File: src/design/tgfa_pkg.sv
// Shared types and constants for the worker-grid split adjuster.
// Holds the beat structs, register indexes and the divider interface.
// No dependencies.
package tgfa_pkg;

  localparam int MAX_WORKERS = 256;
  localparam int DIM_BITS    = 24;

  // Width of a worker or way count field; also holds one above MAX_WORKERS.
  localparam int WAY_W   = 9;
  localparam int RPAN_W  = 7;
  localparam int CPAN_W  = 9;
  localparam int CFG_W   = 9;
  // Dividend width: a dimension plus a divisor minus one for rounding up.
  localparam int DIV_W   = DIM_BITS + 1;
  localparam int SUM_W   = DIM_BITS + 1;
  localparam int DCNT_W  = $clog2(DIV_W + 1);

  localparam logic [RPAN_W-1:0] ROW_PANEL_RST = RPAN_W'(6);
  localparam logic [CPAN_W-1:0] COL_PANEL_RST = CPAN_W'(64);
  localparam logic              PANEL_EN_RST  = 1'b1;

  typedef enum logic [1:0] {
    CFG_ROW_PANEL = 2'd0,
    CFG_COL_PANEL = 2'd1,
    CFG_PANEL_EN  = 2'd2
  } cfg_reg_t;

  typedef struct packed {
    logic [DIM_BITS-1:0] rows;
    logic [DIM_BITS-1:0] cols;
    logic [WAY_W-1:0]    workers;
    logic [WAY_W-1:0]    row_ways_in;
    logic [WAY_W-1:0]    col_ways_in;
  } in_item_t;

  typedef struct packed {
    logic [WAY_W-1:0] row_ways_out;
    logic [WAY_W-1:0] col_ways_out;
  } out_item_t;

  typedef struct packed {
    logic             start;
    logic             short_op;
    logic [DIV_W-1:0] dividend;
    logic [WAY_W-1:0] divisor;
  } div_req_t;

  typedef struct packed {
    logic             done;
    logic [DIV_W-1:0] quot;
    logic [WAY_W-1:0] rem;
  } div_rsp_t;

  // Zero counts become one, counts past the limit saturate.
  function automatic logic [WAY_W-1:0] clamp_count(input logic [WAY_W-1:0] v);
    logic [WAY_W-1:0] r;
    r = v;
    if (v == '0) begin
      r = WAY_W'(1);
    end else if (v > WAY_W'(MAX_WORKERS)) begin
      r = WAY_W'(MAX_WORKERS);
    end
    return r;
  endfunction

endpackage

File: src/design/thread_grid_factor_adjust_unit.sv
// Top level of the worker-grid split adjuster: sequencer, config registers
// and output register. Depends on tgfa_pkg and tgfa_serial_div.
//
// The block takes one beat holding a matrix size, a worker count and a
// starting row-by-column split of the workers, and returns one beat with the
// adjusted split. It works on one item at a time; in_ready is high while the
// sequencer is idle, and a finished result waits in the output register so a
// new item can be accepted before it is taken. All divisions go through
// one shared bit-serial divider, so the latency is set by how many divisions
// an item needs, a division of a dimension taking longer than the trial of
// each divisor candidate while searching for the next or previous divisor
// of the worker count. Stage one uses four to six dimension divisions and
// four divisor searches; stage two adds up to thirteen dimension divisions
// and six searches. A worker count with few divisors (a prime near 256)
// can make a single search try nearly every candidate count.
// Configuration writes are taken on every cycle (cfg_ready is always high)
// and must only be issued while the block holds no item.
module thread_grid_factor_adjust_unit (
  input  logic                               clk,
  input  logic                               rst_n,
  input  logic                               in_valid,
  output logic                               in_ready,
  input  tgfa_pkg::in_item_t                 in_data,
  output logic                               out_valid,
  input  logic                               out_ready,
  output tgfa_pkg::out_item_t                out_data,
  input  logic                               cfg_valid,
  output logic                               cfg_ready,
  input  logic [1:0]                         cfg_index,
  input  logic [tgfa_pkg::CFG_W-1:0]         cfg_data
);

  localparam int WW = tgfa_pkg::WAY_W;
  localparam int DB = tgfa_pkg::DIM_BITS;
  localparam int DW = tgfa_pkg::DIV_W;
  localparam int SW = tgfa_pkg::SUM_W;

  typedef enum logic [4:0] {
    S_IDLE, S_CUR_A, S_CUR_B, S_SRCH_INIT, S_SRCH_DIV,
    S_NRI, S_PRI, S_NCJ, S_PCJ,
    S_WR_A, S_WR_B, S_WC_A, S_WC_B,
    S_MU, S_NU, S_MOD, S_BEST_A, S_BEST_B,
    S_STEP, S_CR, S_CC, S_WK_A, S_WK_B, S_DONE
  } state_t;

  // Configuration registers.
  logic [tgfa_pkg::RPAN_W-1:0] row_panel_r;
  logic [tgfa_pkg::CPAN_W-1:0] col_panel_r;
  logic                        panel_en_r;

  // Sequencer state and working registers.
  state_t              state_r;
  state_t              srch_ret_r;
  logic                wait_r;
  logic [DB-1:0]       m_r;
  logic [DB-1:0]       n_r;
  logic [WW-1:0]       nt_r;
  logic [WW-1:0]       ri_r;
  logic [WW-1:0]       cj_r;
  logic [WW-1:0]       nri_r;
  logic [WW-1:0]       pri_r;
  logic [WW-1:0]       ncj_r;
  logic [WW-1:0]       pcj_r;
  logic [WW-1:0]       tri_r;
  logic [WW-1:0]       tcj_r;
  logic [WW-1:0]       cand_r_r;
  logic [WW-1:0]       cand_c_r;
  logic [WW-1:0]       srch_cur_r;
  logic [WW-1:0]       srch_t_r;
  logic [WW-1:0]       srch_res_r;
  logic                srch_up_r;
  logic [DB-1:0]       mu_r;
  logic [DB-1:0]       nu_r;
  logic [SW-1:0]       acc_r;
  logic [SW-1:0]       cur_r;
  logic [SW-1:0]       best_r;
  logic [1:0]          step_r;
  logic                out_valid_r;
  tgfa_pkg::out_item_t out_data_r;

  // Divider hookup.
  tgfa_pkg::div_req_t  div_req;
  tgfa_pkg::div_rsp_t  div_rsp;
  logic [DB-1:0]       op_base;
  logic [WW-1:0]       op_divisor;
  logic                op_ceil;
  logic                op_short;
  logic                div_state;
  logic                srch_term;
  logic [DW-1:0]       ceil_add;
  logic [SW-1:0]       sum;
  logic [WW-1:0]       row_panel_eff;
  logic [WW-1:0]       col_panel_eff;
  logic                orient_ok;
  logic                done_go;

  assign row_panel_eff = (row_panel_r == '0) ? WW'(1) : WW'(row_panel_r);
  assign col_panel_eff = (col_panel_r == '0) ? WW'(1) : WW'(col_panel_r);

  // An upward search ends once the candidate passes the worker count; a
  // downward one ends at one, which divides everything.
  assign srch_term = srch_up_r ? (srch_t_r > nt_r) : (srch_t_r == WW'(1));

  // Operand selection for the state that owns the divider.
  always_comb begin
    op_base    = m_r;
    op_divisor = ri_r;
    op_ceil    = 1'b0;
    op_short   = 1'b0;
    div_state  = 1'b1;
    case (state_r)
      S_CUR_A:    begin op_base = m_r;  op_divisor = ri_r; end
      S_CUR_B:    begin op_base = n_r;  op_divisor = cj_r; end
      S_SRCH_DIV: begin
        op_base    = DB'(nt_r);
        op_divisor = srch_t_r;
        op_short   = 1'b1;
      end
      S_WR_A:     begin op_base = m_r;  op_divisor = nri_r; end
      S_WR_B:     begin op_base = n_r;  op_divisor = pcj_r; end
      S_WC_A:     begin op_base = n_r;  op_divisor = ncj_r; end
      S_WC_B:     begin op_base = m_r;  op_divisor = pri_r; end
      S_MU:       begin op_base = m_r;  op_divisor = row_panel_eff; op_ceil = 1'b1; end
      S_NU:       begin op_base = n_r;  op_divisor = col_panel_eff; op_ceil = 1'b1; end
      S_MOD:      begin op_base = nu_r; op_divisor = cj_r; end
      S_BEST_A:   begin op_base = mu_r; op_divisor = ri_r; op_ceil = 1'b1; end
      S_BEST_B:   begin op_base = nu_r; op_divisor = cj_r; op_ceil = 1'b1; end
      S_WK_A:     begin op_base = mu_r; op_divisor = cand_r_r; op_ceil = 1'b1; end
      S_WK_B:     begin op_base = nu_r; op_divisor = cand_c_r; op_ceil = 1'b1; end
      default:    div_state = 1'b0;
    endcase
  end

  assign ceil_add = op_ceil ? (DW'(op_divisor) - DW'(1)) : '0;

  always_comb begin
    div_req.start    = div_state && !wait_r && !((state_r == S_SRCH_DIV) && srch_term);
    div_req.short_op = op_short;
    div_req.divisor  = op_divisor;
    div_req.dividend = op_short ? DW'(nt_r) : (DW'(op_base) + ceil_add);
  end

  tgfa_serial_div u_div (
    .clk   (clk),
    .rst_n (rst_n),
    .req   (div_req),
    .rsp   (div_rsp)
  );

  // Second half of a two-division sum, taken when the divider reports done.
  assign sum      = acc_r + SW'(div_rsp.quot);
  assign done_go  = wait_r && div_rsp.done;
  assign orient_ok = ((m_r >= n_r) && (pri_r >= ncj_r)) ||
                     ((m_r <  n_r) && (pri_r <= ncj_r));

  // Configuration port.
  always_ff @(posedge clk) begin
    if (!rst_n) begin
      row_panel_r <= tgfa_pkg::ROW_PANEL_RST;
      col_panel_r <= tgfa_pkg::COL_PANEL_RST;
      panel_en_r  <= tgfa_pkg::PANEL_EN_RST;
    end else if (cfg_valid) begin
      case (cfg_index)
        tgfa_pkg::CFG_ROW_PANEL: row_panel_r <= cfg_data[tgfa_pkg::RPAN_W-1:0];
        tgfa_pkg::CFG_COL_PANEL: col_panel_r <= cfg_data[tgfa_pkg::CPAN_W-1:0];
        tgfa_pkg::CFG_PANEL_EN:  panel_en_r  <= cfg_data[0];
        default: ;
      endcase
    end
  end

  // Sequencer. Each dividing state issues a division on entry, the search
  // state one per candidate; each waits for the divider and uses its result.
  always_ff @(posedge clk) begin
    if (!rst_n) begin
      state_r     <= S_IDLE;
      wait_r      <= 1'b0;
      out_valid_r <= 1'b0;
    end else begin
      // A finished split loads the output register when it is empty or
      // being emptied in this same cycle.
      if ((state_r == S_DONE) && (!out_valid_r || out_ready)) begin
        out_valid_r <= 1'b1;
      end else if (out_valid_r && out_ready) begin
        out_valid_r <= 1'b0;
      end
      if (div_req.start) begin
        wait_r <= 1'b1;
      end else if (done_go) begin
        wait_r <= 1'b0;
      end

      case (state_r)
        S_IDLE: begin
          if (in_valid) begin
            m_r     <= in_data.rows;
            n_r     <= in_data.cols;
            nt_r    <= tgfa_pkg::clamp_count(in_data.workers);
            ri_r    <= tgfa_pkg::clamp_count(in_data.row_ways_in);
            cj_r    <= tgfa_pkg::clamp_count(in_data.col_ways_in);
            state_r <= S_CUR_A;
          end
        end

        S_CUR_A: begin
          if (done_go) begin
            acc_r   <= div_rsp.quot;
            state_r <= S_CUR_B;
          end
        end
        S_CUR_B: begin
          if (done_go) begin
            cur_r      <= sum;
            srch_cur_r <= ri_r;
            srch_up_r  <= 1'b1;
            srch_ret_r <= S_NRI;
            state_r    <= S_SRCH_INIT;
          end
        end

        // Divisor search: next divisor above or previous below srch_cur_r.
        S_SRCH_INIT: begin
          if (srch_up_r) begin
            if (srch_cur_r == nt_r) begin
              srch_res_r <= srch_cur_r;
              state_r    <= srch_ret_r;
            end else begin
              srch_t_r <= srch_cur_r + WW'(1);
              state_r  <= S_SRCH_DIV;
            end
          end else begin
            if (srch_cur_r <= WW'(1)) begin
              srch_res_r <= WW'(1);
              state_r    <= srch_ret_r;
            end else begin
              srch_t_r <= srch_cur_r - WW'(1);
              state_r  <= S_SRCH_DIV;
            end
          end
        end
        S_SRCH_DIV: begin
          if (!wait_r && srch_term) begin
            srch_res_r <= srch_t_r;
            state_r    <= srch_ret_r;
          end else if (done_go) begin
            if (div_rsp.rem == '0) begin
              srch_res_r <= srch_t_r;
              state_r    <= srch_ret_r;
            end else begin
              srch_t_r <= srch_up_r ? (srch_t_r + WW'(1)) : (srch_t_r - WW'(1));
            end
          end
        end

        S_NRI: begin
          nri_r      <= srch_res_r;
          srch_cur_r <= ri_r;
          srch_up_r  <= 1'b0;
          srch_ret_r <= S_PRI;
          state_r    <= S_SRCH_INIT;
        end
        S_PRI: begin
          pri_r      <= srch_res_r;
          srch_cur_r <= cj_r;
          srch_up_r  <= 1'b1;
          srch_ret_r <= S_NCJ;
          state_r    <= S_SRCH_INIT;
        end
        S_NCJ: begin
          ncj_r      <= srch_res_r;
          srch_cur_r <= cj_r;
          srch_up_r  <= 1'b0;
          srch_ret_r <= S_PCJ;
          state_r    <= S_SRCH_INIT;
        end
        S_PCJ: begin
          pcj_r   <= srch_res_r;
          state_r <= S_WR_A;
        end

        // Raising the row ways wins on a tie; the column move is only
        // evaluated when the row move loses.
        S_WR_A: begin
          if (done_go) begin
            acc_r   <= div_rsp.quot;
            state_r <= S_WR_B;
          end
        end
        S_WR_B: begin
          if (done_go) begin
            if (sum <= cur_r) begin
              ri_r    <= nri_r;
              cj_r    <= pcj_r;
              state_r <= panel_en_r ? S_MU : S_DONE;
            end else begin
              state_r <= S_WC_A;
            end
          end
        end
        S_WC_A: begin
          if (done_go) begin
            acc_r   <= div_rsp.quot;
            state_r <= S_WC_B;
          end
        end
        S_WC_B: begin
          if (done_go) begin
            if ((sum < cur_r) && orient_ok) begin
              ri_r <= pri_r;
              cj_r <= ncj_r;
            end
            state_r <= panel_en_r ? S_MU : S_DONE;
          end
        end

        // Panel-balance stage.
        S_MU: begin
          if (done_go) begin
            mu_r    <= div_rsp.quot[DB-1:0];
            tri_r   <= ri_r;
            tcj_r   <= cj_r;
            step_r  <= 2'd0;
            state_r <= S_NU;
          end
        end
        S_NU: begin
          if (done_go) begin
            nu_r    <= div_rsp.quot[DB-1:0];
            state_r <= S_MOD;
          end
        end
        S_MOD: begin
          if (done_go) begin
            if ((div_rsp.rem != '0) && (tri_r < nt_r)) begin
              state_r <= (step_r == 2'd0) ? S_BEST_A : S_STEP;
            end else begin
              state_r <= S_DONE;
            end
          end
        end
        S_BEST_A: begin
          if (done_go) begin
            acc_r   <= div_rsp.quot;
            state_r <= S_BEST_B;
          end
        end
        S_BEST_B: begin
          if (done_go) begin
            best_r  <= sum;
            state_r <= S_STEP;
          end
        end
        S_STEP: begin
          srch_cur_r <= tri_r;
          srch_up_r  <= 1'b1;
          srch_ret_r <= S_CR;
          state_r    <= S_SRCH_INIT;
        end
        S_CR: begin
          cand_r_r   <= srch_res_r;
          srch_cur_r <= tcj_r;
          srch_up_r  <= 1'b0;
          srch_ret_r <= S_CC;
          state_r    <= S_SRCH_INIT;
        end
        S_CC: begin
          cand_c_r <= srch_res_r;
          state_r  <= S_WK_A;
        end
        S_WK_A: begin
          if (done_go) begin
            acc_r   <= div_rsp.quot;
            state_r <= S_WK_B;
          end
        end
        S_WK_B: begin
          if (done_go) begin
            if (sum < best_r) begin
              best_r <= sum;
              ri_r   <= cand_r_r;
              cj_r   <= cand_c_r;
            end
            tri_r <= cand_r_r;
            tcj_r <= cand_c_r;
            if (step_r == 2'd2) begin
              state_r <= S_DONE;
            end else begin
              step_r  <= step_r + 2'd1;
              state_r <= S_MOD;
            end
          end
        end

        S_DONE: begin
          if (!out_valid_r || out_ready) begin
            out_data_r.row_ways_out <= ri_r;
            out_data_r.col_ways_out <= cj_r;
            state_r                 <= S_IDLE;
          end
        end

        default: state_r <= S_IDLE;
      endcase
    end
  end

  assign in_ready  = (state_r == S_IDLE);
  assign out_valid = out_valid_r;
  assign out_data  = out_data_r;
  assign cfg_ready = 1'b1;

endmodule

File: src/design/tgfa_serial_div.sv
// Bit-serial restoring divider, one quotient bit per clock.
// Depends on tgfa_pkg for widths and the request/response structs.
// A short operation divides a WAY_W-bit value.
module tgfa_serial_div (
  input  logic                clk,
  input  logic                rst_n,
  input  tgfa_pkg::div_req_t  req,
  output tgfa_pkg::div_rsp_t  rsp
);

  localparam int SHORT_SHIFT = tgfa_pkg::DIV_W - tgfa_pkg::WAY_W;

  logic [tgfa_pkg::DIV_W-1:0]  q_r;
  logic [tgfa_pkg::WAY_W-1:0]  dvs_r;
  logic [tgfa_pkg::WAY_W-1:0]  rem_r;
  logic [tgfa_pkg::DCNT_W-1:0] cnt_r;
  logic                        busy_r;
  logic                        done_r;

  logic [tgfa_pkg::WAY_W:0]    rem_sh;
  logic [tgfa_pkg::WAY_W+1:0]  diff;
  logic                        fits;
  logic [tgfa_pkg::WAY_W-1:0]  rem_nxt;

  assign rem_sh  = {rem_r, q_r[tgfa_pkg::DIV_W-1]};
  assign diff    = {1'b0, rem_sh} - {2'b00, dvs_r};
  assign fits    = ~diff[tgfa_pkg::WAY_W+1];
  assign rem_nxt = fits ? diff[tgfa_pkg::WAY_W-1:0] : rem_sh[tgfa_pkg::WAY_W-1:0];

  always_ff @(posedge clk) begin
    if (!rst_n) begin
      busy_r <= 1'b0;
      done_r <= 1'b0;
    end else begin
      done_r <= 1'b0;
      if (req.start) begin
        busy_r <= 1'b1;
        cnt_r  <= req.short_op ? tgfa_pkg::DCNT_W'(tgfa_pkg::WAY_W)
                               : tgfa_pkg::DCNT_W'(tgfa_pkg::DIV_W);
        q_r    <= req.short_op ? (req.dividend << SHORT_SHIFT) : req.dividend;
        dvs_r  <= req.divisor;
        rem_r  <= '0;
      end else if (busy_r) begin
        q_r   <= {q_r[tgfa_pkg::DIV_W-2:0], fits};
        rem_r <= rem_nxt;
        cnt_r <= cnt_r - tgfa_pkg::DCNT_W'(1);
        if (cnt_r == tgfa_pkg::DCNT_W'(1)) begin
          busy_r <= 1'b0;
          done_r <= 1'b1;
        end
      end
    end
  end

  assign rsp.done = done_r;
  assign rsp.quot = q_r;
  assign rsp.rem  = rem_r;

endmodule

File: config.mk
export PLATFORM = sky130hd
export DESIGN_NAME = thread_grid_factor_adjust_unit
export DESIGN_NICKNAME = d
export VERILOG_FILES = /design/src/design/tgfa_pkg.sv /design/src/design/thread_grid_factor_adjust_unit.sv /design/src/design/tgfa_serial_div.sv
export SDC_FILE = /design/constraint.sdc
export NUM_CORES = 1
export LEC_CHECK = 0
export ABC_CLOCK_PERIOD_IN_PS = 7300
export BUFFER_PORTS_ARGS = -buffer_cell sky130_fd_sc_hd__buf_2
export CORE_MARGIN = 1.5
export CORE_UTILIZATION = 27
export DETAILED_ROUTE_END_ITERATION = 8
export SYNTH_ARGS = -nofsm -noshare
export SYNTH_HDL_FRONTEND = slang
export SYNTH_HIERARCHICAL = 1
export SYNTH_SLANG_ARGS = --single-unit
File: constraint.sdc
create_clock -name clk -period 7.3 [get_ports clk]
set_input_delay 0.73 -clock clk [delete_from_list [all_inputs] [get_ports clk]]
set_output_delay 0.73 -clock clk [all_outputs]
set_load 0.03 [all_outputs]
==> metrics.md <==
| Metric | Value |
|---|---|
| Share of total power in the clock network | `0.217` |
| I/O pins | `112` |
| Top-count cell post-synth | `edfxtp_1` |
| R2R cell count | `18` |
| Net Count, Synth | `2,338` |
| Initial Util | `0.272` |
| Outcome | `finished clean` |
| Post-synth top area share | `0.500` |
| Power per standard cell area | `between 300 and 400 mW/mm^2` |
| Largest stage delay, worst path | `0.91 ns` |
| Router iterations before antenna repair | `6` |
| Hold Crit Depth | `1` |
| Final wirelength | `68.7 mm` |
| Combinational Power Share | `0.426` |
| Part of the cycle the worst path needs | `0.910` |
| Leak | `9.81 nW` |
| Post-synth top area cell | `edfxtp_1` |
| Die width | `290 um` |
| Post-DP HPWL | `52.0 mm` |
| Psw | `0.00389 W` |
| CTS tree | `done` |
| Clock Path Buffers | `3` |
| Post-CTS sizing | `0` |
| Main area contributors after synthesis | `edfxtp_1 (50%), ha_1 (9.5%), nand2_1 (3.8%)` |
| Post-CTS Setup Repair Bufs | `0` |
| Part of the power in registers | `0.358` |
| RSZ-0062 raised after global routing | `no` |
| CP required | `7.62 ns` |
| Slowest library cell on the worst path | `nor3_2` |
| Synthesized area | `0.0223 mm^2` |
| Gr ovfl total | `0` |
| Worst Setup End Kind | `flop` |
| R2r setup slk | `0.66 ns` |
| Residual DRC | `0` |
| Post-DR vias/cell | `5.11` |
| # clock sinks | `397` |
| Register area share after synthesis | `0.524` |
| Average cell area after synthesis | `about 11 um^2` |
| Clock slew at reported path FFs | `0.06 ns` |
| Clock skew | `between 0.03 and 0.04 ns` |
| Rel. slew slack | `0.215` |
| PnR Total Power | `just under 0.01 W` |
| ANT nets after route | `0` |
| Via count | `16,800` |
| Hold/Removal Path Class | `input pin to flop` |
| Die area | `0.0842 mm^2` |
| VDD IR max | `179 uV` |
| CP dominant cell by count | `a21oi_1` |
| Fin area | `0.0255 mm^2` |
| EDFF count, synth | `about 370` |
| Worst slew pin tran | `1.17 ns` |
| Prevailing post-synth register cell | `edfxtp_1` |
| Area of the core | `just over 0.08 mm^2` |
| Slew Viols, Final | `0` |
| Dpl ws | `0.798 ns` |
| Critical path type | `flop to flop` |
| CTS buffer count | `slightly above 40` |
| CP Launch Point | `state_r[1]` |
| Int Power | `0.00576 W` |
| Origin of the critical flop-to-flop path | `state_r[1]` |
| GRT Total Usage | `0.159` |
| Final worst setup slack | `0.656 ns` |
| Critical-path cell list | `nand2b_1, nor2_1, buf_4, a22o_1, a2111oi_0, a21oi_1, or4_1, nor3_2, ha_1, a21o_1, a21oi_1, nand3_1, o21ai_0, o311ai_0, o31ai_1, mux2_2, mux2i_1, a21oi_1` |
| Synth cell types | `93` |
| Placed Area | `roughly 0.024 mm^2` |
| Fmax | `151 MHz` |
| Number of global-route vias before repair | `16,100` |
| Setup TNS | `0 ns` |
| Initial antenna violation count | `4` |
| Endpoints failing hold | `0` |
| Largest net degree at the start of global routing | `58` |
| Yosys warning total | `6` |
| Crit path arrival time | `~7.0 ns` |
| Fraction of layout instances using a drive strength above 1 | `0.121` |
| Wire per inst | `20.8 um` |
| IO buf count | `110` |
| P&R area growth vs syn | `14.7%` |
| Yosys reg bits | `397` |
| Hold buffer count at CTS | `0` |
| GPL Wtd Cong | `0.973` |
| Initial DRC Count | `1,801` |
| Top post-synthesis cells by count | `edfxtp_1 (371), nand2_1 (228), nor2_1 (171), ha_1 (169), inv_1 (151)` |
| Site Rows | `105` |
| Fillers | `8,332` |
| Hold Slack | `0.314 ns` |
| Endpoints failing setup | `0` |
| H-tree levels | `2` |
| Cells after synthesis | `2,075` |
| Final min period | `6.64 ns` |
| Global-route wire length before repair | `102 mm` |
| Fin nets | `2,456` |
| Sw Ratio | `0.403` |
| CTS Root Cell | `clkbuf_16` |
| Min-delay src | `in_data[37]` |
| Maxcap violations | `0` |
| Clk_lat worst skew | `0.59 ns` |
| Synth async-reset ratio | `0` |
| Die height | `290 um` |
| Critical path fanouts, max | `18` |
| Critical Path Source Type | `flop` |
-- layer usage --
| layer | GRT usage | part of all wire |
|---|---|---|
| met2 | 0.257 | 0.46 |
| met5 | 0 | 0.00070 |
| met3 | 0.0217 | 0.066 |
| met1 | 0.217 | 0.44 |
| met4 | 0.0549 | 0.033 |
-- layout make-up --
class	instances	area, um^2	area share
inverter	155	582	0.0228
multi-input combinational	1443	9770	0.382
tap	1070	1340	0.0524
sequential	397	11700	0.456
clock buffer	44	1040	0.0406
antenna	1	2.50	0.0000979
timing repair buffer	155	888	0.0348
clock inverter	29	269	0.0105
-- stage by stage --
stage | utilization | cells
global route | 0.312 | 3293
global placement | 0.296 | 3220
finish | 0.312 | 3294
floorplan | - | 2075
detailed placement | 0.296 | 3220
CTS | 0.312 | 3293
-- sequential cells by signal (all words and copies together), names as in the netlist, 18 cells and up --
name and flops:
acc_r 25, best_r 25, cur_r 25, u_div/q_r 25
m_r 24, mu_r 24, n_r 24, nu_r 24
out_data 18
-- power groups by stage --
stage                     Combinational [W]  Clock, W  Sequential, W
after detailed placement            0.00407         0        0.00349
after global routing                0.00458   0.00222        0.00348
after floorplan                     0.00301         0        0.00326
final                               0.00411   0.00209        0.00345
after CTS                           0.00410   0.00213        0.00344
after global placement              0.00405         0        0.00348
-- cell usage in the layout (no fill, tap or decap), types with 16 or more instances in the layout --
cell and count:
a21o_1 36, nor3_1 29, a222oi_1 28, xnor2_1 45, nand3_1 47, nor2_1 165, nand2b_1 16, ha_1 169
dfxtp_1 26, buf_2 110, edfxtp_1 371, inv_1 151, o21ai_0 109, xor2_1 25, clkbuf_16 41, a31oi_1 19
a22oi_1 31, nand4_1 28, buf_4 45, nor4_1 19, nor2b_1 32, mux2i_1 35, a21oi_1 120, nand2_1 228
o21a_1 23
-- path summary, 6_finish.rpt --
path | end
worst min-delay path | n_r[10]
worst min register to register | u_div/done_r
worst max register to register | u_div/q_r[23]
worst max-delay path | u_div/q_r[23]
-- worst max-delay path: cells and delay by family (launching register included) --
kind                       cells  cell delay (ns)
AOI/OAI and AO/OA              9             2.31
adders and majority gates      1             0.45
buffers and inverters          1             0.24
DFF                            1             0.50
muxes                          2             0.48
and+or+nand+nor                5             2.40
-- cell families after synthesis --
group           share of synthesized area
xor+xnor                           0.0275
fa+ha+maj                          0.0981
simple gates                        0.139
mux                                0.0173
flops                               0.524
buf+inv                            0.0420
compound gates                      0.152
other cells                      0.000168
(Power assumes the default switching activity.)
